### src/rtl/vpss_pkg.sv
// vpss_pkg: shared types, codes and helpers of the valve/pump step sequencer
// no dependencies; imported by every module of the block
`default_nettype none

package vpss_pkg;

	// field widths
	localparam int unsigned MODE_W    = 2;
	localparam int unsigned STAMP_W   = 32;
	localparam int unsigned PHASE_W   = 4;
	localparam int unsigned VALVE_W   = 6;
	localparam int unsigned PUMP_W    = 2;
	localparam int unsigned CFG_IDX_W = 3;
	localparam int unsigned CFG_DAT_W = 24;

	// scaling of seconds and extra drain time on abort during fill
	localparam logic [25:0] MS_PER_S       = 26'd1000;
	localparam logic [33:0] ABORT_EXTRA_MS = 34'd1000;

	// valve bits
	localparam logic [VALVE_W-1:0] WATER_BIT = 6'h10;
	localparam logic [VALVE_W-1:0] WASTE_BIT = 6'h20;

	// first chemical code that is handled as water
	localparam logic [2:0] CHEM_WATER = 3'd4;

	// reset values of the clean times
	localparam logic [15:0] CLEAN_MS_RST = 16'd5000;

	typedef enum logic [MODE_W-1:0] {
		MODE_TICK  = 2'd0,
		MODE_ABORT = 2'd1,
		MODE_BEGIN = 2'd2
	} mode_t;

	typedef enum logic [PHASE_W-1:0] {
		PH_STARTPRE  = 4'd0,
		PH_PRECLEAN  = 4'd1,
		PH_STARTLOAD = 4'd2,
		PH_LOAD      = 4'd3,
		PH_EXECUTE   = 4'd4,
		PH_UNLOAD    = 4'd5,
		PH_ABORT     = 4'd6,
		PH_STARTPOST = 4'd7,
		PH_POSTCLEAN = 4'd8,
		PH_FINISHED  = 4'd9
	} phase_t;

	typedef enum logic [PUMP_W-1:0] {
		PUMP_STOP = 2'd0,
		PUMP_IN   = 2'd1,
		PUMP_OUT  = 2'd2
	} pump_t;

	typedef enum logic [CFG_IDX_W-1:0] {
		CFG_STEP_SECONDS = 3'd0,
		CFG_FILL_MS      = 3'd1,
		CFG_CHEM_SELECT  = 3'd2,
		CFG_PRE_CLEAN_EN = 3'd3,
		CFG_PRE_CLEAN_MS = 3'd4,
		CFG_POST_CLEAN   = 3'd5
	} cfg_idx_t;

	// configuration register set
	typedef struct packed {
		logic [15:0] step_seconds;
		logic [23:0] fill_ms;
		logic [2:0]  chem_select;
		logic        pre_clean_enable;
		logic [15:0] pre_clean_ms;
		logic [15:0] post_clean_ms;
	} cfg_t;

	// one input word
	typedef struct packed {
		logic [MODE_W-1:0]  mode;
		logic [STAMP_W-1:0] now_ms;
	} item_t;

	// one result word
	typedef struct packed {
		logic [PHASE_W-1:0] phase;
		logic [VALVE_W-1:0] valve_mask;
		logic [PUMP_W-1:0]  pump_mode;
		logic [STAMP_W-1:0] elapsed_ms;
		logic               done_res;
	} res_t;

	// valve of the selected chemical; codes four and up use the water valve
	function automatic logic [VALVE_W-1:0] target_bit(input logic [2:0] chem);
		logic [VALVE_W-1:0] bits;
		bits = 6'h01 << chem;
		if (chem >= CHEM_WATER) begin
			bits = WATER_BIT;
		end
		return bits;
	endfunction

	// valve used to empty the tank; water goes to waste
	function automatic logic [VALVE_W-1:0] drain_bit(input logic [2:0] chem);
		logic [VALVE_W-1:0] bits;
		bits = target_bit(chem);
		if (chem >= CHEM_WATER) begin
			bits = WASTE_BIT;
		end
		return bits;
	endfunction

endpackage

`default_nettype wire

### src/rtl/vpss_core.sv
// vpss_core: sequencer state and its combinational update for one word
// depends on vpss_pkg
`default_nettype none

module vpss_core import vpss_pkg::*; (
	input  wire logic  clk,
	input  wire logic  arst_n,
	input  wire logic  step_en,
	input  wire item_t item,
	input  wire cfg_t  cfg,
	output res_t       res
);

	logic [PHASE_W-1:0] phase_q, phase_d;
	logic [STAMP_W-1:0] start_q, start_d;
	logic [STAMP_W-1:0] elapsed_q, elapsed_d;
	logic               started_q, started_d;
	logic [STAMP_W-1:0] step_ms_q, step_ms_d;
	logic [VALVE_W-1:0] valve_q, valve_d;
	logic [PUMP_W-1:0]  pump_q, pump_d;

	// state registers
	always_ff @(posedge clk or negedge arst_n) begin
		if (!arst_n) begin
			phase_q   <= PH_FINISHED;
			start_q   <= '0;
			elapsed_q <= '0;
			started_q <= 1'b0;
			step_ms_q <= '0;
			valve_q   <= '0;
			pump_q    <= PUMP_STOP;
		end else if (step_en) begin
			phase_q   <= phase_d;
			start_q   <= start_d;
			elapsed_q <= elapsed_d;
			started_q <= started_d;
			step_ms_q <= step_ms_d;
			valve_q   <= valve_d;
			pump_q    <= pump_d;
		end
	end

	// next state for one word
	always_comb begin
		logic [STAMP_W-1:0] stamp;
		logic [STAMP_W-1:0] e;
		logic [33:0]        exec_sum;
		logic [33:0]        drain_sum;
		logic [33:0]        abort_sum;
		logic [25:0]        begin_ms;
		logic               is_water;
		logic [VALVE_W-1:0] tgt;
		logic [VALVE_W-1:0] drn;

		phase_d   = phase_q;
		start_d   = start_q;
		elapsed_d = elapsed_q;
		started_d = started_q;
		step_ms_d = step_ms_q;
		valve_d   = valve_q;
		pump_d    = pump_q;

		is_water = (cfg.chem_select >= CHEM_WATER);
		tgt      = target_bit(cfg.chem_select);
		drn      = drain_bit(cfg.chem_select);

		// a zero stamp means the timer has not been armed yet
		stamp = (start_q == '0) ? item.now_ms : start_q;
		e     = item.now_ms - stamp;

		exec_sum  = {2'b0, e} + {10'b0, cfg.fill_ms} + {18'b0, cfg.post_clean_ms};
		drain_sum = {2'b0, e} + {18'b0, cfg.post_clean_ms};
		abort_sum = {2'b0, elapsed_q} + {18'b0, cfg.post_clean_ms} + ABORT_EXTRA_MS;
		begin_ms  = {10'b0, cfg.step_seconds} * MS_PER_S;

		case (item.mode)
			MODE_TICK: begin
				start_d   = stamp;
				elapsed_d = e;
				case (phase_q)
					PH_STARTPRE: begin
						valve_d = valve_q | WASTE_BIT;
						pump_d  = PUMP_OUT;
						phase_d = PH_PRECLEAN;
					end
					PH_PRECLEAN: begin
						if (e >= {16'b0, cfg.pre_clean_ms}) begin
							valve_d = valve_q & ~WASTE_BIT;
							pump_d  = PUMP_STOP;
							phase_d = PH_STARTLOAD;
						end
					end
					PH_STARTLOAD: begin
						valve_d   = valve_q | tgt;
						pump_d    = PUMP_IN;
						elapsed_d = '0;
						start_d   = item.now_ms;
						started_d = 1'b1;
						phase_d   = PH_LOAD;
					end
					PH_LOAD: begin
						if (e >= {8'b0, cfg.fill_ms}) begin
							valve_d = valve_q & ~tgt;
							pump_d  = PUMP_STOP;
							phase_d = PH_EXECUTE;
						end
					end
					PH_EXECUTE: begin
						if (exec_sum >= {2'b0, step_ms_q}) begin
							valve_d = valve_q | drn;
							pump_d  = PUMP_OUT;
							phase_d = PH_UNLOAD;
						end
					end
					PH_UNLOAD, PH_ABORT: begin
						if (drain_sum >= {2'b0, step_ms_q}) begin
							if (!is_water) begin
								valve_d = valve_q & ~tgt;
							end
							phase_d = PH_STARTPOST;
						end
					end
					PH_STARTPOST: begin
						valve_d = valve_q | WASTE_BIT;
						pump_d  = PUMP_OUT;
						phase_d = PH_POSTCLEAN;
					end
					PH_POSTCLEAN: begin
						if (e >= step_ms_q) begin
							valve_d = valve_q & ~WASTE_BIT;
							pump_d  = PUMP_STOP;
							phase_d = PH_FINISHED;
						end
					end
					default: begin
					end
				endcase
			end
			MODE_ABORT: begin
				// abort only acts before the drain has begun
				if (phase_q == PH_STARTPRE || phase_q == PH_PRECLEAN
						|| phase_q == PH_STARTLOAD || phase_q == PH_LOAD
						|| phase_q == PH_EXECUTE) begin
					if (phase_q == PH_LOAD) begin
						step_ms_d = (abort_sum[33:32] != 2'b00) ? '1 : abort_sum[31:0];
					end else if (phase_q == PH_EXECUTE) begin
						step_ms_d = {8'b0, cfg.fill_ms} + {16'b0, cfg.post_clean_ms};
					end else begin
						step_ms_d = '0;
					end
					elapsed_d = '0;
					start_d   = item.now_ms;
					valve_d   = valve_q | drn;
					pump_d    = PUMP_OUT;
					phase_d   = PH_ABORT;
				end
			end
			MODE_BEGIN: begin
				phase_d   = cfg.pre_clean_enable ? PH_STARTPRE : PH_STARTLOAD;
				step_ms_d = {6'b0, begin_ms};
				start_d   = '0;
				elapsed_d = '0;
				started_d = 1'b0;
			end
			default: begin
			end
		endcase
	end

	// result word straight from the state registers
	assign res.phase      = phase_q;
	assign res.valve_mask = valve_q;
	assign res.pump_mode  = pump_q;
	assign res.elapsed_ms = started_q ? elapsed_q : '0;
	assign res.done_res   = (phase_q == PH_FINISHED);

endmodule

`default_nettype wire

### src/rtl/valve_pump_step_sequencer.sv
// valve_pump_step_sequencer: top level with input register, config registers, result handshake
// depends on vpss_pkg and vpss_core
`default_nettype none

// Timed sequencer for one liquid-handling step (pre-clean, fill, hold, drain,
// post-clean). Every input word (tick, abort or begin, with the ms clock) gives
// exactly one result word. A word is held in an input register, then the state
// update runs in one pass once the result slot is free, and the state registers,
// which double as the result register, show the result. res_valid rises as the
// state registers take the update; the block takes one word per cycle as long as
// res_stall stays low. A stalled result holds the state, and a second word waits
// in the input register before item_stall rises. Configuration writes are always
// ready and must only be issued while no word is in flight.
module valve_pump_step_sequencer import vpss_pkg::*; (
	input  wire logic                 clk,
	input  wire logic                 arst_n,
	// input words
	input  wire logic                 item_valid,
	output logic                      item_stall,
	input  wire logic [MODE_W-1:0]    mode,
	input  wire logic [STAMP_W-1:0]   now_ms,
	// result words
	output logic                      res_valid,
	input  wire logic                 res_stall,
	output logic [PHASE_W-1:0]        phase,
	output logic [VALVE_W-1:0]        valve_mask,
	output logic [PUMP_W-1:0]         pump_mode,
	output logic [STAMP_W-1:0]        elapsed_ms,
	output logic                      done_res,
	// configuration writes
	input  wire logic                 cfg_valid,
	output logic                      cfg_ready,
	input  wire logic [CFG_IDX_W-1:0] cfg_index,
	input  wire logic [CFG_DAT_W-1:0] cfg_data
);

	logic  item_valid_s1;
	item_t item_s1;
	logic  res_valid_q;
	logic  step_en;
	cfg_t  cfg_q;
	res_t  res;

	// the word in the input register moves on when the result slot is free
	assign step_en    = item_valid_s1 && (!res_valid_q || !res_stall);
	assign item_stall = item_valid_s1 && !step_en;
	assign cfg_ready  = 1'b1;

	// input register
	always_ff @(posedge clk or negedge arst_n) begin
		if (!arst_n) begin
			item_valid_s1 <= 1'b0;
		end else if (!item_stall) begin
			item_valid_s1 <= item_valid;
		end
	end

	always_ff @(posedge clk) begin
		if (item_valid && !item_stall) begin
			item_s1.mode   <= mode;
			item_s1.now_ms <= now_ms;
		end
	end

	// result valid flag
	always_ff @(posedge clk or negedge arst_n) begin
		if (!arst_n) begin
			res_valid_q <= 1'b0;
		end else if (step_en) begin
			res_valid_q <= 1'b1;
		end else if (!res_stall) begin
			res_valid_q <= 1'b0;
		end
	end

	// configuration registers
	always_ff @(posedge clk or negedge arst_n) begin
		if (!arst_n) begin
			cfg_q.step_seconds     <= '0;
			cfg_q.fill_ms          <= '0;
			cfg_q.chem_select      <= '0;
			cfg_q.pre_clean_enable <= 1'b0;
			cfg_q.pre_clean_ms     <= CLEAN_MS_RST;
			cfg_q.post_clean_ms    <= CLEAN_MS_RST;
		end else if (cfg_valid && cfg_ready) begin
			case (cfg_index)
				CFG_STEP_SECONDS: cfg_q.step_seconds     <= cfg_data[15:0];
				CFG_FILL_MS:      cfg_q.fill_ms          <= cfg_data[23:0];
				CFG_CHEM_SELECT:  cfg_q.chem_select      <= cfg_data[2:0];
				CFG_PRE_CLEAN_EN: cfg_q.pre_clean_enable <= cfg_data[0];
				CFG_PRE_CLEAN_MS: cfg_q.pre_clean_ms     <= cfg_data[15:0];
				CFG_POST_CLEAN:   cfg_q.post_clean_ms    <= cfg_data[15:0];
				default: begin
				end
			endcase
		end
	end

	// sequencer state and update
	vpss_core u_core (
		.clk     (clk),
		.arst_n  (arst_n),
		.step_en (step_en),
		.item    (item_s1),
		.cfg     (cfg_q),
		.res     (res)
	);

	// result ports
	assign res_valid  = res_valid_q;
	assign phase      = res.phase;
	assign valve_mask = res.valve_mask;
	assign pump_mode  = res.pump_mode;
	assign elapsed_ms = res.elapsed_ms;
	assign done_res   = res.done_res;

endmodule

`default_nettype wire

### config.mk
export PLATFORM = sky130hd
export DESIGN_NAME = valve_pump_step_sequencer
export DESIGN_NICKNAME = d
export VERILOG_FILES = /design/src/rtl/vpss_pkg.sv /design/src/rtl/vpss_core.sv /design/src/rtl/valve_pump_step_sequencer.sv
export SDC_FILE = /design/constraint.sdc
export NUM_CORES = 1
export LEC_CHECK = 0
export ABC_CLOCK_PERIOD_IN_PS = 11700
export BUFFER_PORTS_ARGS = -buffer_cell sky130_fd_sc_hd__buf_4
export CORE_UTILIZATION = 40
export DETAILED_ROUTE_END_ITERATION = 10
export GPL_TIMING_DRIVEN = 1
export SYNTH_ARGS = -nofsm -noshare
export SYNTH_HDL_FRONTEND = slang
export SYNTH_SLANG_ARGS = --single-unit
### constraint.sdc
create_clock -name clk -period 11.7 [get_ports clk]
set_input_delay 2.34 -clock clk [delete_from_list [all_inputs] [get_ports clk]]
set_output_delay 2.34 -clock clk [all_outputs]
set_load 0.02 [all_outputs]
; Word level (Yosys, flattened, before mapping)
; Index checks and enable logic that the tools add are counted.
[totals]
out_inout_bits = 48
register_bits = 221
word_cells = 149
inputBits = 66
[op_classes]
n_lt_le_gt_ge = 6
multipliers = 1
bitwise = 4
n_shift = 1
n_mux = 44
n_eq_ne = 32
add_sub_neg = 7
reduce_logical = 36
[ops]
columns = op, n
row1 = $mux 32, 10
row2 = $pmux 32 s3, 2
row3 = $ge 34x32->1, 2
row4 = $add 32x16->33, 2
row5 = $pmux 32 s2, 1
row6 = $mux 6, 9
row7 = $pmux 6 s7, 1
row8 = $add 34x10->34 const B, 1
row9 = $add 34x16->34, 1
row10 = $add 32x24->33, 1
row11 = $ge 32x16->1, 1
row12 = $ge 32x24->1, 1
row13 = $ge 32x32->1, 1
row14 = $logic_not 32->1, 1
row15 = $pmux 4 s8, 1
row16 = $sub 32x32->32, 1
row17 = $add 24x16->25, 1
row18 = $mux 4, 6
row19 = $mul 16x7->23 const B, 1
row20 = $eq 4x3->1 const B, 4
row21 = $ne 3x2->1 const B, 5
row22 = $mux 2, 6
row23 = $or 6x6->6, 2
row24 = $pmux 2 s6, 1
row25 = other kinds (39), 69

; Longest topological paths before layout
[depth]
ltp_word = 9
ltp_mapped = 44
mapped_depth_nobuf = 41

; Modules after synthesis
; A second synthesis with hierarchy kept.
[hier_totals]
hier_cells = 2421
hier_area_um2 = 22285.1
[modules_own_cells]
columns = mod, area_per_inst_um2, cells_each, seq_area_each_um2, n_inst
row1 = vpss_core, 18168.7, 2212, 2730.1, 1
row2 = valve_pump_step_sequencer, 4116.4, 209, 2985.4, 1

; Worst setup path before layout
; No wires, ideal clock.
[synth_path]
path_type = reg-to-reg
start = register u_core.start_q[4]
end = register u_core.pump_q[0]
t_arrival_ns = 8.837
setup_time_ns = 0.128
path_buffers = 3
period_less_slack_ns = 8.965
required_time_ns = 11.572
path_stages_with_launch = 41
slack_ns = 2.735
cell_sequence = dfrtp_1 -> nor4_2 -> nand4_2 -> nor2_2 -> clkbuf_1 -> buf_1 -> a21o_1 -> ha_1 -> nor2b_1 -> o21bai_1 -> nor3_1 -> a21o_1 -> a31oi_4 -> inv_1 -> o21a_1 -> a311o_1 -> ha_1 -> a21oi_1 -> [... 5 more ...] -> or3b_1 -> or4_1 -> a2111o_1 -> or3_1 -> xor2_1 -> ha_1 -> nand4_1 -> nor3_1 -> a21oi_1 -> o311ai_0 -> nor2_1 -> a21oi_1 -> o311a_1 -> nor3_1 -> o31ai_2 -> buf_4 -> and3_1 -> mux2_1
[synth_via]
elab_chain_cells = 8
elab_cells_between_ends = 14
[synth_rtl]
columns = element, line
row1 = from (decl), vpss_core.sv:15  ; logic [STAMP_W-1:0] start_q, start_d;
row2 = from (signal assigned), vpss_core.sv:34  ; start_q <= start_d;
row3 = $logic_not 32->1, vpss_core.sv:68  ; stamp = (start_q == '0) ? item.now_ms : start_q;
row4 = $mux 32 *, vpss_core.sv:68
row5 = $sub 32x32->32 *, vpss_core.sv:69  ; e = item.now_ms - stamp;
row6 = $add 32x24->33, vpss_core.sv:71  ; exec_sum = {2'b0, e} + {10'b0, cfg.fill_ms} + {18'b0, cfg.post_clean_ms};
row7 = $add 34x16->34, vpss_core.sv:71
row8 = $ge 34x32->1, vpss_core.sv:109  ; if (exec_sum >= {2'b0, step_ms_q}) begin
row9 = $ne 3x2->1 (no line), --
row10 = $reduce_and 8->1 (no line) *, --
row11 = to (signal assigned), vpss_core.sv:39  ; pump_q <= pump_d;
row12 = to (decl), vpss_core.sv:20  ; logic [PUMP_W-1:0] pump_q, pump_d;
; Mark *: on every way between the ends. The rest lies on a longest branch, timed or not.
; A chain may end at the register's enable or synchronous reset.

; Worst setup path in the final report
[layout_path]
start = register u_core.start_q[20]
end = register u_core.phase_q[2]
[layout_via]
elab_chain_cells = 8
elab_cells_between_ends = 17
[layout_rtl]
columns = element, line
row1 = $logic_not 32->1, vpss_core.sv:68
row2 = $mux 32 *, vpss_core.sv:68
row3 = $sub 32x32->32 *, vpss_core.sv:69
row4 = $add 32x24->33, vpss_core.sv:71
row5 = $add 34x16->34, vpss_core.sv:71
row6 = $ge 34x32->1, vpss_core.sv:109
row7 = $ne 3x2->1 (no line), --
row8 = $reduce_and 9->1 (no line) *, --
row9 = to (signal assigned), vpss_core.sv:33  ; phase_q <= phase_d;
row10 = to (decl), vpss_core.sv:14  ; logic [PHASE_W-1:0] phase_q, phase_d;
; Marked as above.

==> out/qor.txt <==
status = finished, final reports clean
drt initial violations = 1,647
Critical Path Sink Type = flip-flop
Worst Path Required = 12,170 ps
worst min-delay path startpoint = u_core.step_ms_q[1]
Finished Layout Cells = 3,502
Final Max Slew Viols = 0
post-placement cell count = 3,448
worst-path fanout max = 30
Synth-to-Final Area Change = 12.2%
grt ovf = 0
Hold Path Sink = u_core.step_ms_q[1]
R2R Path Start = u_core.start_q[20]
crit path DAT = 10,650 ps
Mapped Avg Cell Area = 8.79 sq um
register area share after synthesis = 24.8%
fmax = 0.0982 GHz
Slew @ Worst Pin = 1240 ps
Detail Route Antenna Nets = 0
WL/cell = 21.9 microns
relative slew slack = 15.2%
Synth Flop Type = dfrtp_1
initial antenna violation count = 1
core area = 56,700 sq um
vias post-DR = 20,600
CP peak stage delay = 540 ps
CTS Hold Bufs = 0
Synth Register Bits = 221
Final Skew = 23.9 ps
Via density = 5.89
Reg clk slew, reported paths = 60 ps
Resize count post-CTS = 0
Final HPWL DP = 61,100 microns
R2R Setup Slk = 1520 ps
YS warnings = 0
number of flops mapped to enable cells by yosys = 34
CTS H-tree lvls = 1
most area-hungry cell type in the Yosys netlist = dfrtp_1
Tcrit/Tclk final = 87.0%
fin crit period = 10,180 ps
worst reg-to-reg path cell count = 36
fraction of registers with async set/reset = 84.6%
I/O Pins = 114
total of max-cap violations = 0
CTS tree = done
full die area = 58,600 sq um
CP Launch Type = flip-flop
RSZ-0062 raised after global routing = no
first-pass GRT wire length = 119,000 microns
final hold slack = 481 ps
drt first pass iters = 5
Distinct cells, synth = 110
Gate Count Post-Synth = 2,625
Synth Cell Area = 23,100 sq um
hold path cells = 1
final WL = 76,800 microns
Die X = 242 microns
largest net degree at the start of global routing = 71
critical path's most frequent cell = a21oi_1
worst min path class = flip-flop to flip-flop
CTS Sinks = 221
Synth area leaders = dfrtp_1 (19%), ha_1 (17%), fa_1 (5.2%), xnor2_1 (4.9%), edfxtp_1 (4.4%)
clk buf depth = 3
height of the die = 242 microns
cts bufs inserted = 29
num rows = 87
ratio of cells with drive above 1 in the final layout = 11.4%
endpoints failing setup = 0
Reg2Reg Capture Point = u_core.phase_q[2]
commonest non-fill, non-tap cell in the layout = ha_1
vias in the first global route = 20,700
Remaining DRCs = 0
Post-CTS Repair Setup Buffers = 0
root buffer cell = clkbuf_16
kind of critical path = flip-flop to flip-flop
clock latency on the worst-skew pair = 600 ps
Slowest-stage cell, CP = or4_1
final hold violations = 0
Final #Nets = 3,159
Port Buf Inserts = 112
leading cell types in the layout, fill and taps excluded = ha_1 (309), nand2_1 (197), a21oi_1 (188), inv_1 (184), o21ai_0 (177)
gr usage total = 25.8%
TNS Setup = 0 ps
RD Place Congestion = 0.946
area share of the largest cell type after synthesis = 19.0%
Syn Nets = 3,061
initial core utilization = 40.7%
[synth_stat cells, types with 30 or more instances]
library cell	n
nor2b_1	41
mux2_2	34
inv_1	184
dfrtp_1	175
nand4_1	37
nor3_1	52
o21bai_1	30
fa_1	60
a22o_1	35
nand2b_1	30
nand3_1	43
edfxtp_1	34
clkbuf_1	76
a21oi_1	189
a211oi_1	35
and2_1	47
nand2_1	197
ha_1	310
xor2_1	40
o21ai_0	177
nor2_1	166
xnor2_1	130
a21o_1	68
[per-layer routing]
metal	share of wire [%]	GRT usage, %
met5	0	0
met4	2.6	6.55
met3	4.9	2.94
met2	47	44.1
met1	45	34.5
[area by class of cell]
cell class | count | area [sq um]
repair buffers | 153 | 1150
diodes | 1 | 2.50
well taps | 756 | 946
flip-flops and latches | 221 | 5720
multi-input cells | 2128 | 16300
fillers | 5442 | 30800
clock inverters | 19 | 238
inverters | 190 | 713
clock buffers | 34 | 785
[worst max-delay path: cells and delay by family (launching register included)]
kind	cells	cell delay, ps
AOI/OAI and AO/OA	14	3530
xor gates and xnor gates	1	170
adders and majority gates	4	1330
buffers and inverters	2	580
DFF	1	390
and+or+nand+nor	15	4010
[flip-flops by register name, summed over array words and instances (netlist names)]
name,flops
u_core.pump_q,2
u_core.started_q,1
u_core.start_q,32
u_core.step_ms_q,32
u_core.phase_q,4
u_core.elapsed_q,32
res_valid,1
item_valid_s1,1
cfg_q,76
item_s1,34
u_core.valve_q,6
[kinds of logic after synthesis]
kind of cell	share of synthesized area (%)
fa+ha+maj	22.2
simple gates	16.4
buf+inv	4.62
mux	2.11
other cells	0.0163
compound gates	23.2
xor+xnor	6.72
flops	24.8
[worst max-delay path by stage]
| stage | start | to | slack, ps | cells past startpoint |
|---|---|---|---|---|
| global placement | u_core.start_q[23] | u_core.pump_q[1] | 1710 | 39 |
| finish | u_core.start_q[20] | u_core.phase_q[2] | 1520 | 36 |
| floorplan | u_core.start_q[4] | u_core.pump_q[0] | 2740 | 40 |
| CTS | u_core.start_q[15] | u_core.phase_q[2] | 1560 | 39 |
| detailed placement | u_core.start_q[20] | u_core.phase_q[2] | 1590 | 39 |
| global route | u_core.start_q[15] | u_core.phase_q[2] | 900 | 36 |
[stage by stage]
stage / setup WS (ps) / util (%) / instance area (sq um)
global placement: 1710 / 43.8 / 24900
global route: 904 / 45.6 / 25900
CTS: 1560 / 45.6 / 25900
floorplan: 2740 / - / 23100
detailed placement: 1590 / 43.8 / 24900
finish: 1520 / 45.6 / 25900
Power is not shown: default switching activity piles up to over one toggle a cycle in this logic, so the estimate is an artifact.
